--- src/sv/etbt_pkg.sv ---
`timescale 1ns / 1ps
package etbt_pkg;

   localparam int TABLE_ENTRIES = 64;
   localparam int IDX_W = (TABLE_ENTRIES > 1) ? $clog2(TABLE_ENTRIES) : 1;
   localparam logic [IDX_W-1:0] LAST_IDX = IDX_W'(TABLE_ENTRIES - 1);

   localparam int TAG_W  = 64;
   localparam int TIME_W = 32;
   localparam int HOLD_W = 16;

   localparam logic OP_QUERY = 1'b0;
   localparam logic OP_BLOCK = 1'b1;

   typedef struct packed {
      logic [TAG_W-1:0]  key;
      logic [TIME_W-1:0] exp_first;
      logic [TIME_W-1:0] exp_second;
   } entry_type;

   typedef struct packed {
      logic shift;
   } cell_ctl_type;

endpackage

--- src/sv/etbt_cell.sv ---
`timescale 1ns / 1ps
module etbt_cell
   import etbt_pkg::*;
(
   input  logic         clock,
   input  logic         reset,
   input  cell_ctl_type ctl,
   input  entry_type    entry_prev,
   output entry_type    entry_out
);

   entry_type entry_ff;
   entry_type entry_in;

   always_comb begin
      entry_in = ctl.shift ? entry_prev : entry_ff;
   end

   always_ff @(posedge clock) begin
      if (reset) begin
         entry_ff <= '0;
      end else begin
         entry_ff <= entry_in;
      end
   end

   assign entry_out = entry_ff;

endmodule

--- config.mk ---
export PLATFORM = sky130hd
export DESIGN_NAME = etbt_cell
export DESIGN_NICKNAME = d
export VERILOG_FILES = /design/src/sv/etbt_pkg.sv /design/src/sv/etbt_cell.sv
export SDC_FILE = /design/constraint.sdc
export NUM_CORES = 1
export LEC_CHECK = 0
export ABC_AREA = 1
export ABC_CLOCK_PERIOD_IN_PS = 1900
export BUFFER_PORTS_ARGS = -buffer_cell sky130_fd_sc_hd__clkbuf_2
export CORE_MARGIN = 1
export CORE_UTILIZATION = 45
export DETAILED_ROUTE_END_ITERATION = 8
export HOLD_SLACK_MARGIN = 0.06
export PLACE_DENSITY = 0.79
export SYNTH_ARGS = -nofsm -noshare
export SYNTH_HDL_FRONTEND = slang
export SYNTH_SLANG_ARGS = --single-unit
--- constraint.sdc ---
create_clock -name clock -period 1.9 [get_ports clock]
set_clock_uncertainty 0.2 [all_clocks]
set_input_delay 0.19 -clock clock [delete_from_list [all_inputs] [get_ports clock]]
set_output_delay 0.19 -clock clock [all_outputs]
set_load 0.05 [all_outputs]
==> flow_summary.json, run 1 <==
{
  "outcome": "finished clean",
  "cts_buffer_depth": 2,
  "min_to": "entry_out[102]$_SDFFE_PP0P_",
  "area.growth.synth_to_final_pct": 66.0,
  "antenna_left": 0,
  "hp-class": "in -> reg",
  "rsz0062_at_grt": "false",
  "core_area_mm2": 0.0111,
  "ys_warn_count": 0,
  "max_freq_mhz": 539,
  "start_util": 0.470,
  "r2r_end": "entry_out[107]$_SDFFE_PP0P_",
  "busiest_layer": "met2",
  "cp.arrival_ns": 1.95,
  "use_met1": 0.308,
  "largest_register_ffs": 128,
  "cp_top_family": "buffers and inverters",
  "cts_tree": "yes",
  "numClockSinks": 128,
  "vias": 6194,
  "synth_ff_type": "dfxtp_1",
  "r2r-start": "entry_out[107]$_SDFFE_PP0P_",
  "min-delay-start": "reset",
  "worstSetupPathType": "in -> reg",
  "setup-tns-final_ns": 0,
  "rows": 38,
  "p_seq_frac": 0.355,
  "maxCapViolCount": 0,
  "syn-num-nets": 942,
  "multi_input_area_mm2": 0.00192,
  "drc_errors": 0,
  "synth.top_cells.by_area": "dfxtp_1, nand2_1, nor2_1, inv_1, buf_2",
  "period_minus_slack_ns": 1.86,
  "wl_mm": 18.6,
  "insertion_delay_ns": 0.41,
  "port_buffers": 258,
  "syn-cell-area_mm2": 0.00521,
  "clockPowerShare": 0.430,
  "synth_area_per_cell_um2": 6.42,
  "async_flop_share": 0,
  "cts_made_buffers": 17,
  "holdPathStages": 5,
  "critPathBufInv": 4,
  "final_nets": 1324,
  "cts_setup_buffers": 0,
  "met3_usage": 0.136,
  "synth_enable_flop_cells": 0,
  "yosysTopAreaCell": "dfxtp_1",
  "peakVddDrop_mv": 0.819,
  "n_antenna_cell": 0,
  "grt_pass1_wl_mm": 29.1,
  "cp_max_fo": 26,
  "crit_slowest_cell": "dlygate4sd3_1",
  "placed_area_mm2": 0.00657,
  "first_pass_iters": 5,
  "seqCellArea_mm2": 0.00256,
  "total_power_mw": 8.39,
  "h-tree-depth": 4,
  "dieArea_mm2": 0.0120,
  "grt_antenna_before_repair": 0,
  "max_stage_delay_ns": 0.57,
  "worstPathCellList": "dlygate4sd3_1 -> buf_8 -> buf_6 -> nand2_1 -> nand2_1 -> nor2_1 -> dlygate4sd3_1",
  "grt_max_degree": 79,
  "r2r_cells": 3,
  "r2r_slack_ns": 0.56,
  "synth_top_area_frac": 0.492,
  "die_y_um": 110,
  "ys_seq_area_frac": 0.492,
  "critical_path.startpoint_type": "input port",
  "first_global_vias": 6080,
  "maxSlewViolCount": 0,
  "p_sw_frac": 0.294,
  "use_met2": 0.562,
  "ys_top_cells_by_count": "nand2_1, nor2_1, inv_1, dfxtp_1, buf_2",
  "hold_viol_final": 0,
  "p_leak_nw": 5.01,
  "relSlewSlack": 0.794,
  "fin_crit_sh": 0.977,
  "final_util": 0.780,
  "die_x_um": 110,
  "routed_via_density": 4.60,
  "final_cells": 1346,
  "place_inst": 1174,
  "worstMarginPinSlew_ns": 0.308,
  "setup_slack_ns": 0.0437,
  "grt_use_total": 0.322,
  "holdWs_ns": 0.142,
  "dp_slack_ns": 0.622,
  "cts_root_buffer": "clkbuf_16",
  "drive_above_1_share": 0.247,
  "power_switching_mw": 2.47,
  "finalInstanceArea_mm2": 0.00864,
  "ys_ff_latch": 128,
  "n_fill_cell": 675,
  "routabilityCongestion": 0.763,
  "netlist_instances": 811,
  "internal-power_mw": 5.92,
  "clkTransAtPathRegs_ns": 0.06,
  "place_hpwl_mm": 8.48,
  "io_pins": 259,
  "drtIter0Drc": 542,
  "cellPowerDensity_mw_per_mm2": 970,
  "wl_per_cell_um": 13.8,
  "worst-endpoint-required_ns": 2.00,
  "grt_overflow": 0,
  "synth.distinct_cells": 6,
  "cp-end-kind": "flop",
  "p_comb_frac": 0.214,
  "setup_viol": 0
}
[worst register-to-register path, stage by stage, from the launching register on]
cell,delay (ns)
dfxtp_1,0.32
nor2_1,0.10
nor2_1,0.06
dlygate4sd3_1,0.55
[cells by family after synthesis]
logic type / synth area share
buf+inv: 0.139
simple gates: 0.369
flops: 0.492
[layout by cell type, fill, tap and decap left out]
cell type      instances
dfxtp_1              128
buf_12                 6
clkinvlp_4             1
buf_8                  1
clkbuf_16             17
inv_1                128
buf_6                  1
clkinv_2               6
bufinv_16              5
dlygate4sd3_1        140
clkbuf_8               4
clkbuf_2             257
nor2_1               256
nand2_1              256
[how the worst max path moves through the flow]
stage | start | end | slack (ns) | cells past startpoint
floorplan | entry_out[125]$_SDFFE_PP0P_ | entry_out[125]$_SDFFE_PP0P_ | 0.84 | 2
global placement | ctl | entry_out[4]$_SDFFE_PP0P_ | 0.62 | 5
detailed placement | ctl | entry_out[25]$_SDFFE_PP0P_ | 0.62 | 5
CTS | ctl | entry_out[107]$_SDFFE_PP0P_ | 0.04 | 7
global route | ctl | entry_out[107]$_SDFFE_PP0P_ | 0.00004 | 7
finish | ctl | entry_out[107]$_SDFFE_PP0P_ | 0.04 | 7
[power by group through the flow]
stage,registers (mW),clock network (mW),logic (mW)
detailed placement,3.02,0,1.48
CTS,2.97,3.65,1.72
global route,3.00,3.78,1.92
finish,2.98,3.61,1.80
global placement,3.02,0,1.47
floorplan,3.67,0,0.437
[metal layers]
layer | routed length (µm) | up-vias
met5 | 0 | -
met4 | 905 | 0
met3 | 1580 | 81
met2 | 9670 | 316
met1 | 6440 | 2747
li1 | - | 3050
[final cells by class]
| class | instances | share of cell area |
|---|---|---|
| Timing Repair Buffer | 405 | 0.328 |
| Sequential cell | 128 | 0.297 |
| Multi-Input combinational cell | 512 | 0.222 |
| Inverter | 129 | 0.0562 |
| Clock buffer | 21 | 0.0556 |
| Clock inverter | 11 | 0.0211 |
| Tap cell | 140 | 0.0203 |
[what timing repair did]
item,4_1_cts,5_1_grt
gates resized for setup,0,2
setup endpoints to repair,0,1
hold endpoints to repair,128,0
hold buffers,140,0
Note: power is estimated with default switching activity, not from simulation.
==> run 2, diff against run 1 <==
--- a/config.mk
+++ b/config.mk
@@ -6,7 +6,7 @@
 export NUM_CORES = 1
 export LEC_CHECK = 0
 export ABC_AREA = 1
-export ABC_CLOCK_PERIOD_IN_PS = 1900
+export ABC_CLOCK_PERIOD_IN_PS = 1800
 export BUFFER_PORTS_ARGS = -buffer_cell sky130_fd_sc_hd__clkbuf_2
 export CORE_MARGIN = 1
 export CORE_UTILIZATION = 45
==> constraint.sdc (replaced) <==
create_clock -name clock -period 1.8 [get_ports clock]
set_clock_uncertainty 0.2 [all_clocks]
set_input_delay 0.18 -clock clock [delete_from_list [all_inputs] [get_ports clock]]
set_output_delay 0.18 -clock clock [all_outputs]
set_load 0.05 [all_outputs]
==> run 2 against run 1 <==
Setup slack better by 0.051 ns. Sequential power up 6%. Sequential share of layout area up 0.077 points. Utilization down 0.20 points. Critical path depth unchanged. Non-clock buffer count up 14. Combinational power up 8%. Clock power down 14%. Sequential cell count unchanged. Final area down 0.26%. Critical path type unchanged. Highest routed layer unchanged.
==> flow_summary.json, run 2 (synthesis gave the netlist of run 1 again) <==
{
  "outcome": "finished clean",
  "place_hpwl_mm": 8.91,
  "io_pins": 259,
  "drive_above_1_share": 0.238,
  "cts_setup_buffers": 0,
  "grt_max_degree": 69,
  "insertion_delay_ns": 0.40,
  "setup-tns-final_ns": 0,
  "routabilityCongestion": 0.762,
  "first_pass_iters": 5,
  "cp.arrival_ns": 1.83,
  "maxSlewViolCount": 0,
  "port_buffers": 258,
  "grt_antenna_before_repair": 0,
  "cts_tree": "yes",
  "h-tree-depth": 4,
  "die_y_um": 110,
  "placed_area_mm2": 0.00660,
  "max_freq_mhz": 587,
  "numClockSinks": 128,
  "drc_errors": 0,
  "layout_common_cells": "clkbuf_2, nor2_1, nand2_1, dlygate4sd3_1",
  "clkTransAtPathRegs_ns": 0.05,
  "rows": 38,
  "fin_crit_sh": 0.947,
  "grt_pass1_wl_mm": 30.1,
  "mostFrequentLayoutCell": "clkbuf_2",
  "cp-end-kind": "flop",
  "wl_mm": 20.1,
  "antenna_left": 0,
  "dieArea_mm2": 0.0120,
  "relSlewSlack": 0.601,
  "wl_per_cell_um": 14.8,
  "worst-endpoint-required_ns": 1.92,
  "die_x_um": 110,
  "maxCapViolCount": 0,
  "cp_max_fo": 1,
  "p_leak_nw": 4.99,
  "core_area_mm2": 0.0111,
  "start_util": 0.470,
  "hp-class": "in -> reg",
  "cts_root_buffer": "clkbuf_16",
  "finalInstanceArea_mm2": 0.00862,
  "grt_use_total": 0.336,
  "vias": 6413,
  "hold_viol_final": 0,
  "cts_buffer_depth": 2,
  "critical_path.startpoint_type": "input port",
  "period_minus_slack_ns": 1.70,
  "peakVddDrop_mv": 0.645,
  "cellPowerDensity_mw_per_mm2": 949,
  "first_global_vias": 6274,
  "worstSetupPathType": "in -> reg",
  "rsz0062_at_grt": "false",
  "setup_viol": 0,
  "cts_made_buffers": 17,
  "area.growth.synth_to_final_pct": 65.6,
  "routed_via_density": 4.73,
  "final_nets": 1338,
  "largest_register_ffs": 128,
  "drtIter0Drc": 545,
  "final_util": 0.778,
  "total_power_mw": 8.18,
  "worstMarginPinSlew_ns": 0.597,
  "grt_overflow": 0
}
[run 2: cell types whose count changed in the layout (fill, tap and decap cells not counted), sizes merged]
cell / delta
buf: +4
bufinv: -4
dlygate4sd3: +9
clkinvlp: -1
clkbuf: +6
diode: +1
dlymetal6s4s: +1
clkinv: -5
[run 2: final cells by class]
cell class | instances | area [µm²]
repair buffers | 419 | 2960
clock inverters | 1 | 30.0
clock buffers | 27 | 483
inverters | 129 | 485
flip-flops and latches | 128 | 2560
fillers | 683 | 2460
multi-input cells | 512 | 1920
well taps | 140 | 175
diodes | 1 | 2.50
[run 2: timing repair]
item / in CTS / in global routing
endpoints found under the hold margin: 128 / 0
gates resized for setup: 0 / 1
hold buffers: 150 / 0
endpoints found under the setup margin: 0 / 1
[run 2: critical path: stages]
cell and delay, ns:
dlygate4sd3_1 0.54, clkbuf_2 0.11, inv_1 0.05, nand2_1 0.11
dlygate4sd3_1 0.60, nand2_1 0.08, nor2_1 0.16
[run 2: power breakdown]
group	internal [mW]	leakage, nW	switching, mW
clock	1.94	0.247	1.14
combinational	0.640	3.67	1.30
sequential	3.04	1.06	0.119
[run 2: worst paths after layout]
path | start | slack (ns) | end | depth (start not counted)
setup / recovery | entry_prev[101] | 0.1 | entry_out[101]$_SDFFE_PP0P_ | 7
hold reg to reg | entry_out[22]$_SDFFE_PP0P_ | 0.27 | entry_out[22]$_SDFFE_PP0P_ | 2
setup reg to reg | entry_out[94]$_SDFFE_PP0P_ | 0.44 | entry_out[94]$_SDFFE_PP0P_ | 3
hold / removal | ctl | 0.14 | entry_out[92]$_SDFFE_PP0P_ | 4
[run 2: metrics by stage]
stage	cells	hold slack (ns)	setup slack [ns]
after floorplan	811	0.168	0.742
after global placement	1178	0.256	0.548
after detailed placement	1178	0.261	0.519
after CTS	1356	0.108	0.341
after global routing	1356	0.142	0.0525
final	1357	0.144	0.0950
[run 2: metal layers]
layer  GRT usage  vias to the layer above  part of all wire  wire [µm]
met5           0                        -                 0          0
met4       0.252                        0             0.056       1120
met3       0.108                      115             0.086       1740
met2       0.584                      383              0.50      10000
met1       0.334                     2842              0.36       7210
li1            -                     3073                 -          -
